$ cat config.mk
export PLATFORM = sky130hd
export DESIGN_NAME = key_debounce_press_hold_detector_unit
export DESIGN_NICKNAME = d
export VERILOG_FILES = /design/src/design/kdph_pkg.sv /design/src/design/kdph_phase_logic.sv /design/src/design/key_debounce_press_hold_detector_unit.sv
export SDC_FILE = /design/constraint.sdc
export NUM_CORES = 1
export LEC_CHECK = 0
export BUFFER_PORTS_ARGS = -buffer_cell sky130_fd_sc_hd__buf_4
export CAP_MARGIN = 20
export CORE_MARGIN = 1.5
export CORE_UTILIZATION = 35
export DETAILED_ROUTE_END_ITERATION = 6
export SLEW_MARGIN = 20
export SYNTH_ARGS = -nofsm -noshare
export SYNTH_HDL_FRONTEND = slang
export SYNTH_HIERARCHICAL = 1
export SYNTH_SLANG_ARGS = --single-unit
$ cat constraint.sdc
create_clock -name aclk -period 4.2 [get_ports aclk]
set_clock_uncertainty 0.05 [all_clocks]
set_input_delay 0.21 -clock aclk [delete_from_list [all_inputs] [get_ports aclk]]
set_output_delay 0.21 -clock aclk [all_outputs]
set_load 0.005 [all_outputs]
$ cat src/design/kdph_pkg.sv
// ============================================================================
// kdph_pkg - shared types and constants for the key debounce / hold detector
// Holds the phase encoding, event kinds, register indexes and the key
// priority encoder used by the top level and the phase logic.
// ============================================================================
package kdph_pkg;

    localparam int KEY_LINES = 5;
    localparam int CODE_W    = 3;
    localparam int CFG_W     = 8;
    localparam int CFG_IDX_W = 2;

    // Configuration register indexes.
    localparam logic [CFG_IDX_W-1:0] REG_DEBOUNCE_TICKS  = 2'd0;
    localparam logic [CFG_IDX_W-1:0] REG_HOLD_DELAY      = 2'd1;
    localparam logic [CFG_IDX_W-1:0] REG_REPEAT_INTERVAL = 2'd2;

    // Configuration reset values.
    localparam logic [CFG_W-1:0] DEBOUNCE_TICKS_RST  = 8'd4;
    localparam logic [CFG_W-1:0] HOLD_DELAY_RST      = 8'd100;
    localparam logic [CFG_W-1:0] REPEAT_INTERVAL_RST = 8'd200;

    // Event kinds carried on the result channel.
    localparam logic EV_PRESS = 1'b0;
    localparam logic EV_HOLD  = 1'b1;

    localparam logic [CODE_W-1:0] NO_KEY = 3'd0;

    typedef enum logic [3:0] {
        PH_IDLE     = 4'b0001,
        PH_DEBOUNCE = 4'b0010,
        PH_DOWN     = 4'b0100,
        PH_HOLD     = 4'b1000
    } phase_t;

    // Control state that is independent of the counter width.
    typedef struct packed {
        phase_t              phase;
        logic [CODE_W-1:0]   latched_key;
        logic                press_pending;
    } ctrl_t;

    // One result from the phase logic.
    typedef struct packed {
        logic                valid;
        logic                kind;
        logic [CODE_W-1:0]   code;
    } event_t;

    typedef struct packed {
        logic [CFG_W-1:0] debounce_ticks;
        logic [CFG_W-1:0] hold_delay;
        logic [CFG_W-1:0] repeat_interval;
    } cfg_t;

    // Highest-numbered low line wins; line i low gives code i+1.
    function automatic logic [CODE_W-1:0] encode_keys(input logic [KEY_LINES-1:0] lines_n);
        logic [CODE_W-1:0] code;
        code = NO_KEY;
        for (int i = 0; i < KEY_LINES; i++) begin
            if (!lines_n[i]) begin
                code = CODE_W'(i + 1);
            end
        end
        return code;
    endfunction

endpackage

$ cat src/design/kdph_phase_logic.sv
// ============================================================================
// kdph_phase_logic - next-state logic for one scan tick
// Encodes the key lines, advances the four-phase controller and its two
// counters, and reports the event that the tick produces, if any.
// ============================================================================
module kdph_phase_logic #(
    parameter int COUNT_BITS = 8
) (
    input  kdph_pkg::cfg_t                    cfg,
    input  logic [kdph_pkg::KEY_LINES-1:0]    key_lines_n,
    input  kdph_pkg::ctrl_t                   ctrl,
    input  logic [COUNT_BITS-1:0]             debounce_count,
    input  logic [COUNT_BITS-1:0]             hold_count,
    output kdph_pkg::ctrl_t                   ctrl_next,
    output logic [COUNT_BITS-1:0]             debounce_count_next,
    output logic [COUNT_BITS-1:0]             hold_count_next,
    output kdph_pkg::event_t                  evt
);

    // Compare at a width that holds both the counter and a register value, so
    // a register value beyond the counter range never matches.
    localparam int CMP_W = (COUNT_BITS > kdph_pkg::CFG_W) ? COUNT_BITS : kdph_pkg::CFG_W;

    logic [kdph_pkg::CODE_W-1:0] code;
    logic [COUNT_BITS-1:0]       debounce_inc;
    logic [COUNT_BITS-1:0]       hold_inc;

    assign code         = kdph_pkg::encode_keys(key_lines_n);
    assign debounce_inc = debounce_count + COUNT_BITS'(1);
    assign hold_inc     = hold_count + COUNT_BITS'(1);

    always_comb begin
        ctrl_next           = ctrl;
        debounce_count_next = debounce_count;
        hold_count_next     = hold_count;
        evt.valid           = 1'b0;
        evt.kind            = kdph_pkg::EV_PRESS;
        evt.code            = ctrl.latched_key;

        unique case (ctrl.phase)
            kdph_pkg::PH_IDLE: begin
                if (ctrl.press_pending) begin
                    // Deliver the latched press; this tick's lines are ignored.
                    evt.valid               = 1'b1;
                    evt.kind                = kdph_pkg::EV_PRESS;
                    ctrl_next.latched_key   = kdph_pkg::NO_KEY;
                    ctrl_next.press_pending = 1'b0;
                end else if (code == kdph_pkg::NO_KEY) begin
                    debounce_count_next = '0;
                end else begin
                    ctrl_next.phase       = kdph_pkg::PH_DEBOUNCE;
                    ctrl_next.latched_key = code;
                end
            end
            kdph_pkg::PH_DEBOUNCE: begin
                if (code != ctrl.latched_key) begin
                    debounce_count_next = '0;
                    ctrl_next.phase     = kdph_pkg::PH_IDLE;
                end else if (CMP_W'(debounce_inc) == CMP_W'(cfg.debounce_ticks)) begin
                    debounce_count_next = '0;
                    ctrl_next.phase     = kdph_pkg::PH_DOWN;
                end else begin
                    debounce_count_next = debounce_inc;
                end
            end
            kdph_pkg::PH_DOWN: begin
                if (code == kdph_pkg::NO_KEY) begin
                    ctrl_next.press_pending = 1'b1;
                    ctrl_next.phase         = kdph_pkg::PH_IDLE;
                    hold_count_next         = '0;
                end else begin
                    ctrl_next.latched_key = code;
                    if (CMP_W'(hold_inc) == CMP_W'(cfg.hold_delay)) begin
                        hold_count_next = '0;
                        ctrl_next.phase = kdph_pkg::PH_HOLD;
                    end else begin
                        hold_count_next = hold_inc;
                    end
                end
            end
            kdph_pkg::PH_HOLD: begin
                if (code == kdph_pkg::NO_KEY) begin
                    hold_count_next         = '0;
                    ctrl_next.press_pending = 1'b0;
                    ctrl_next.phase         = kdph_pkg::PH_IDLE;
                end else if (CMP_W'(hold_inc) == CMP_W'(cfg.repeat_interval)) begin
                    hold_count_next = '0;
                    evt.valid       = 1'b1;
                    evt.kind        = kdph_pkg::EV_HOLD;
                end else begin
                    hold_count_next = hold_inc;
                end
            end
            default: begin
                ctrl_next.phase = kdph_pkg::PH_IDLE;
            end
        endcase
    end

endmodule

$ cat src/design/key_debounce_press_hold_detector_unit.sv
// ============================================================================
// key_debounce_press_hold_detector_unit - debounced key press and hold repeat
// Takes one scan tick of five active-low key lines per item and reports short
// presses on release and repeating hold events while a key stays down.
// ============================================================================
//
//  Channel   Direction  Signals                                  Moves
//  --------  ---------  ---------------------------------------  ----------------
//  s_        in         s_valid, s_ready, s_key_lines_n           one scan tick
//  m_        out        m_valid, m_ready, m_event_kind, m_key_code one key event
//  cfg_      in         cfg_wr_en, cfg_index, cfg_wdata           register write
//
// One item is accepted per cycle while s_ready is high. An accepted item is held
// in the input register; the phase logic then updates the state and loads any
// event into the output register, which drives m_valid.
// A result waiting on m_ready holds the input register; s_ready drops once both
// are full. Reset (aresetn low at an edge) returns the controller to idle
// with cleared counters and sets the registers to 4, 100 and 200.
//
module key_debounce_press_hold_detector_unit #(
    parameter int COUNT_BITS = 8
) (
    input  logic                             aclk,
    input  logic                             aresetn,

    input  logic                             cfg_wr_en,
    input  logic [kdph_pkg::CFG_IDX_W-1:0]   cfg_index,
    input  logic [kdph_pkg::CFG_W-1:0]       cfg_wdata,

    input  logic                             s_valid,
    output logic                             s_ready,
    input  logic [kdph_pkg::KEY_LINES-1:0]   s_key_lines_n,

    output logic                             m_valid,
    input  logic                             m_ready,
    output logic                             m_event_kind,
    output logic [kdph_pkg::CODE_W-1:0]      m_key_code
);

    // Configuration registers.
    kdph_pkg::cfg_t cfg_reg;

    // Input register.
    logic                           in_valid_reg;
    logic [kdph_pkg::KEY_LINES-1:0] in_lines_reg;

    // Controller state.
    kdph_pkg::ctrl_t        ctrl_reg;
    kdph_pkg::ctrl_t        ctrl_next;
    logic [COUNT_BITS-1:0]  debounce_count_reg;
    logic [COUNT_BITS-1:0]  debounce_count_next;
    logic [COUNT_BITS-1:0]  hold_count_reg;
    logic [COUNT_BITS-1:0]  hold_count_next;
    kdph_pkg::event_t       evt;

    // Output register.
    logic                           m_valid_reg;
    logic                           m_event_kind_reg;
    logic [kdph_pkg::CODE_W-1:0]    m_key_code_reg;

    logic advance;

    // The buffered tick is processed whenever the output register can take a
    // possible event, which also frees the input register for a new item.
    assign advance = in_valid_reg && (!m_valid_reg || m_ready);
    assign s_ready = !in_valid_reg || advance;

    always_ff @(posedge aclk) begin
        if (!aresetn) begin
            cfg_reg.debounce_ticks  <= kdph_pkg::DEBOUNCE_TICKS_RST;
            cfg_reg.hold_delay      <= kdph_pkg::HOLD_DELAY_RST;
            cfg_reg.repeat_interval <= kdph_pkg::REPEAT_INTERVAL_RST;
        end else if (cfg_wr_en) begin
            // An index beyond the register list is dropped.
            unique case (cfg_index)
                kdph_pkg::REG_DEBOUNCE_TICKS:  cfg_reg.debounce_ticks  <= cfg_wdata;
                kdph_pkg::REG_HOLD_DELAY:      cfg_reg.hold_delay      <= cfg_wdata;
                kdph_pkg::REG_REPEAT_INTERVAL: cfg_reg.repeat_interval <= cfg_wdata;
                default: ;
            endcase
        end
    end

    always_ff @(posedge aclk) begin
        if (!aresetn) begin
            in_valid_reg <= 1'b0;
        end else if (s_ready) begin
            in_valid_reg <= s_valid;
        end
    end

    always_ff @(posedge aclk) begin
        if (s_valid && s_ready) begin
            in_lines_reg <= s_key_lines_n;
        end
    end

    kdph_phase_logic #(
        .COUNT_BITS (COUNT_BITS)
    ) u_phase_logic (
        .cfg                 (cfg_reg),
        .key_lines_n         (in_lines_reg),
        .ctrl                (ctrl_reg),
        .debounce_count      (debounce_count_reg),
        .hold_count          (hold_count_reg),
        .ctrl_next           (ctrl_next),
        .debounce_count_next (debounce_count_next),
        .hold_count_next     (hold_count_next),
        .evt                 (evt)
    );

    always_ff @(posedge aclk) begin
        if (!aresetn) begin
            ctrl_reg.phase         <= kdph_pkg::PH_IDLE;
            ctrl_reg.latched_key   <= kdph_pkg::NO_KEY;
            ctrl_reg.press_pending <= 1'b0;
            debounce_count_reg     <= '0;
            hold_count_reg         <= '0;
        end else if (advance) begin
            ctrl_reg           <= ctrl_next;
            debounce_count_reg <= debounce_count_next;
            hold_count_reg     <= hold_count_next;
        end
    end

    always_ff @(posedge aclk) begin
        if (!aresetn) begin
            m_valid_reg <= 1'b0;
        end else if (advance && evt.valid) begin
            m_valid_reg <= 1'b1;
        end else if (m_ready) begin
            m_valid_reg <= 1'b0;
        end
    end

    always_ff @(posedge aclk) begin
        if (advance && evt.valid) begin
            m_event_kind_reg <= evt.kind;
            m_key_code_reg   <= evt.code;
        end
    end

    assign m_valid      = m_valid_reg;
    assign m_event_kind = m_event_kind_reg;
    assign m_key_code   = m_key_code_reg;

endmodule
After elaboration in Yosys (flattened, before gate mapping). Cells that the tools add are included.

Bits in registers: 59. Word-level logic and storage cells: 91.

Eq/ne operators: 19. Multiplexer cells: 35. Add/subtract/negate cells: 2. Reductions and logical operators: 22.

Operators with widths (number): 8-bit two-way mux (8); 8-bit case mux with 2 select lines (2); 8-bit equality test (3); 4-bit two-way mux (6); 8-bit by 1-bit adder with 8-bit output (second input constant) (2); 4-bit case mux with 4 select lines (1); 3-bit two-way mux (4); 4-bit AND reduction (3); 2-bit two-way mux (5); 2-bit AND reduction (4); 2-bit nonzero test (4); 7-bit two-way mux (1); 2-bit by 1-bit inequality test with 1-bit output (second input constant) (3); 2-bit inequality test (second input constant) (3); 3-bit by 1-bit inequality test with 1-bit output (second input constant) (2); 3-bit case mux with 2 select lines (1); 6-bit AND reduction (1); 1-bit two-way mux (5); 4-bit by 1-bit equality test with 1-bit output (second input constant) (1); 4-bit by 2-bit equality test with 1-bit output (second input constant) (1); 4-bit by 3-bit equality test with 1-bit output (second input constant) (1); 4-bit equality test (second input constant) (1); 2-bit case mux with 2 select lines (1); 1-bit logical AND (3); other kinds (10) (12).

Longest topological paths before layout.
Depth after elaboration: 10. Depth in mapped cells: 11. Mapped depth without buffers: 10.

By module. The synthesis kept the hierarchy.

By module, submodules not included: key_debounce_press_hold_detector_unit (instances 1, cells an instance 217, area each 2152.1 µm², seq. area each 1271.2 µm²); kdph_phase_logic (instances 1, cells an instance 205, area each 1441.4 µm², seq. area each 0.0 µm²).

Worst setup path before layout. Ideal clock, no wire load.

Path kind: register -> register. From: register hold_count_reg[0]. To: register hold_count_reg[2]. Data arrival time: 2.305 ns. Required time: 4.029 ns. Slack: 1.724 ns. Stages on the path, launching flop included: 11. Setup time: 0.121 ns. Period minus slack after synthesis: 2.476 ns. Path buffers: 0. Cell sequence: dfxtp_1 ha_1 and3_4 and3_1 xnor3_1 a211oi_1 a31o_4 nand2_4 a221o_1 nand2_1 mux2i_1.

Cells in the longest elaborated chain, start to end: 5. Elaborated cells on any way between the ends: 8.

Ends and longest elaborated chain: start: declaration (RTL line key_debounce_press_hold_detector_unit.sv:52) `logic [COUNT_BITS-1:0] hold_count_reg;`; start signal: assignment (RTL line key_debounce_press_hold_detector_unit.sv:122) `hold_count_reg <= hold_count_next;`; 8-bit by 1-bit adder with 8-bit output (*) (RTL line kdph_phase_logic.sv:30) `assign hold_inc = hold_count + COUNT_BITS'(1);`; 8-bit equality test (on tied branches) (RTL line kdph_phase_logic.sv:86, kdph_phase_logic.sv:73); 8-bit two-way mux (on tied branches) (RTL line kdph_phase_logic.sv:86, kdph_phase_logic.sv:73); 8-bit two-way mux (on tied branches) (RTL line kdph_phase_logic.sv:82, kdph_phase_logic.sv:67); 8-bit case mux with 2 select lines (*) (RTL line kdph_phase_logic.sv:40) `unique case (ctrl.phase)`; net hold_count_next[2] (RTL line key_debounce_press_hold_detector_unit.sv:53) `logic [COUNT_BITS-1:0] hold_count_next;`.

The timed path passes the listed nets; every way through them passes the cells marked *. A chain may end at the register's enable or synchronous reset.

==> impl_metrics.json <==
{
  "finalCritPeriodShare_pct": 70.62,
  "row_count": 36,
  "syn_avg_cell_area_um2": 8.515,
  "max_stage_delay_ns": 0.47,
  "syn_to_final_growth_pct": 12.53,
  "synth_mux_area_share_pct": 8.983,
  "dieHeight_um": 104.3,
  "synth-xor-area-share_pct": 9.819,
  "cts.sinks": 59,
  "synthAdderAreaFrac_pct": 0.6964,
  "grt_antenna_before_repair": 0,
  "pin_count": 26,
  "worstMarginPinSlew_ns": 0.8814,
  "route.detailed.drc": 0,
  "vdd_drop_max_mv": 0.1726,
  "drv_slew": 0,
  "ant_nets": 0,
  "period_needed_ns": 2.966,
  "holdWs_ns": 0.04064,
  "fin_total_pwr_mw": 1.191,
  "ys_ff_latch": 59,
  "cp.required_ns": 4.17,
  "first_pass_iters": 4,
  "numCtsBuffers": 9,
  "ys.flop_type": "dfxtp_1",
  "syn-num-nets": 444,
  "slew-limit-headroom_pct": 41.10,
  "design_area_um2": 4044,
  "yosysWarnings": 6,
  "reg2reg_depth": 10,
  "gp_congestion": 0.8219,
  "dpl.hpwl_mm": 5.392,
  "vias": 2958,
  "worstPathCellList": "ha_1 -> and3_4 -> xnor2_2 -> xor2_1 -> nand4bb_1 -> nor3b_1 -> nand4b_1 -> o21ai_0 -> nand2_1 -> nor2_1",
  "clkLatencyLatePin_ns": 0.34,
  "leakagePower_nw": 1.523,
  "grt_pass1_vias": 2751,
  "nets": 459,
  "cp-end-kind": "flip-flop",
  "cts_max_level": 3,
  "setup.worst_path.class": "flip-flop to flip-flop",
  "drive_above_1_share_pct": 12.90,
  "avgRoutedWirePerCell_um": 13.38,
  "largest_reg_flops": 24,
  "gr-usage-all-layers_pct": 14.93,
  "crit_path_top_delay_cell": "dfxtp_1",
  "cts_resized": 0,
  "crit_start": "hold_count_reg[0]",
  "hold_viol": 0,
  "grt_max_degree": 82,
  "worstHoldPathType": "primary input to flip-flop",
  "die-area_um2": 10880,
  "critPathCapture": "m_key_code[1]",
  "path_depth": 10,
  "die_w_um": 104.3,
  "syn_area_um2": 3593,
  "tns_ns": 0,
  "arrival_ns": 2.93,
  "postCtsSetupBuffers": 0,
  "synthArstFlopShare_pct": 0,
  "p_per_area_nw_per_um2": 294.4,
  "setup_viol": 0,
  "max_freq_mhz": 337.1,
  "rsz0062_at_grt": "no",
  "synth_edf_count": 9,
  "clockBufferDepth": 2,
  "fillers": 999,
  "r2r_end": "m_key_code[1]",
  "gr-total-overflow": 0,
  "wirelength_mm": 7.691,
  "io_buffers": 25,
  "clk_pin_slew_ns": 0.07,
  "grt_pass1_wl_mm": 13.09,
  "r2r_setup_slack_ns": 1.23,
  "drt_iter0_drc": 196,
  "initial_utilization_pct": 36.43,
  "cap_violations": 0,
  "synth.distinct_cells": 66,
  "critical_path.top_delay_family": "simple AND/OR/NAND/NOR gates",
  "status": "finished clean",
  "r2r-start": "hold_count_reg[0]",
  "syn_inst": 422,
  "core_um2": 9864,
  "path_max_fanout": 7,
  "seq_area_frac_synth_pct": 35.38,
  "synth-simple-area-share_pct": 24.79,
  "synth_compound_area_share_pct": 15.77,
  "critPathBufInv": 0,
  "start_kind": "flip-flop",
  "synth_top_family_by_area": "simple AND/OR/NAND/NOR gates",
  "avgViaCountPerCell": 5.144,
  "antenna_cells": 0,
  "cts_tree": "yes",
  "cts-root-buf": "clkbuf_8",
  "dpl_cell_area_um2": 3814
}
cell usage after synthesis (9+ instances only):
master	count	area share, %
nor2_1	12	1.3
dfxtp_1	50	28
xor2_1	13	3.2
edfxtp_1	9	7.5
xnor2_1	14	3.4
nand2_1	85	8.9
clkbuf_1	13	1.4
nand3_1	27	3.8
mux2i_1	30	8.4
o21ai_0	33	4.6
nand2b_1	9	1.6
cell usage in the layout (no fill, tap or decap), types with 3 or more instances in the layout:
cell / Yosys / final
a221o_1: 4 / 4
buf_4: 6 / 25
a21oi_1: 8 / 8
nor3_1: 6 / 6
nor2b_1: 7 / 7
edfxtp_1: 9 / 9
o21ai_0: 33 / 33
a21o_1: 5 / 5
xor2_1: 13 / 13
dlygate4sd3_1: 0 / 5
xnor2_1: 14 / 14
xnor3_1: 3 / 3
nand2_1: 85 / 85
nor3b_1: 3 / 3
inv_1: 8 / 8
nand3_1: 27 / 27
dfxtp_1: 50 / 50
nor2_1: 12 / 12
o21ai_1: 7 / 7
nand2b_1: 9 / 9
and3_1: 7 / 7
nand4b_1: 3 / 3
clkbuf_8: 0 / 11
xnor2_2: 3 / 3
mux2i_1: 30 / 30
or2_2: 3 / 3
power by group:
| group | total [mW] | switching (mW) | internal (mW) |
|---|---|---|---|
| Combinational | 0.106 | 0.0555 | 0.0504 |
| Sequential | 0.606 | 0.0168 | 0.589 |
| Clock | 0.479 | 0.234 | 0.244 |
| Total | 1.19 | 0.307 | 0.884 |
kinds of logic after synthesis:
kind of cell               count (synthesis)
and+or+nand+nor                          180
AOI/OAI and AO/OA                         82
xor gates and xnor gates                  33
DFF                                       59
buffers and inverters                     34
adders and majority gates                  2
muxes                                     32
routing by layer:
metal,part of all wire (%),vias up,wire (um),GRT usage [%]
met1,49,1368,3743,19.81
met4,1.8,0,142,7.242
met2,45,56,3466,22.65
li1,-,1523,-,-
met5,0,-,0,0
met3,4.4,11,338,3.509
worst reg2reg max path, delay by kind of cell (launching register included):
kind                     cells  cell delay [ns]
AND/OR/NAND/NOR              6             1.10
flip-flops                   1             0.47
XOR/XNOR                     2             0.37
AO/OA/AOI/OAI                1             0.36
adder cells (fa/ha/maj)      1             0.28
worst min path at each step:
stage,endpoint,from,cells past startpoint
after floorplan,in_lines_reg[0],s_key_lines_n[0],0
after global placement,in_lines_reg[3],s_key_lines_n[3],1
after detailed placement,in_lines_reg[1],s_key_lines_n[1],1
after CTS,cfg_reg[13],cfg_wdata[5],3
after global routing,cfg_reg[3],cfg_wdata[3],3
final,cfg_reg[13],cfg_wdata[5],3
cell type report:
| type | count | area [um^2] | share of cell area (%) |
|---|---|---|---|
| Tap cell | 133 | 166.4 | 4.115 |
| Clock inverter | 4 | 25.02 | 0.6188 |
| Multi-Input combinational cell | 329 | 2158 | 53.37 |
| Inverter | 8 | 30.03 | 0.7426 |
| Timing Repair Buffer | 30 | 237.7 | 5.879 |
| Sequential cell | 59 | 1271 | 31.44 |
| Clock buffer | 12 | 155.1 | 3.837 |
stage by stage:
step / instances / worst slack [ns] / util [%]
after floorplan: 422 / 1.724 / -
after global placement: 554 / 1.374 / 38.66
after detailed placement: 554 / 1.298 / 38.66
after CTS: 575 / 1.267 / 40.99
after global routing: 575 / 1.005 / 40.99
final: 575 / 1.234 / 40.99
timing repair:
action | CTS | global route
hold endpoints to repair | 5 | 0
hold buffers | 5 | 0
endpoints found under the setup margin | 0 | 0
Power figures use the tool's default switching activity.
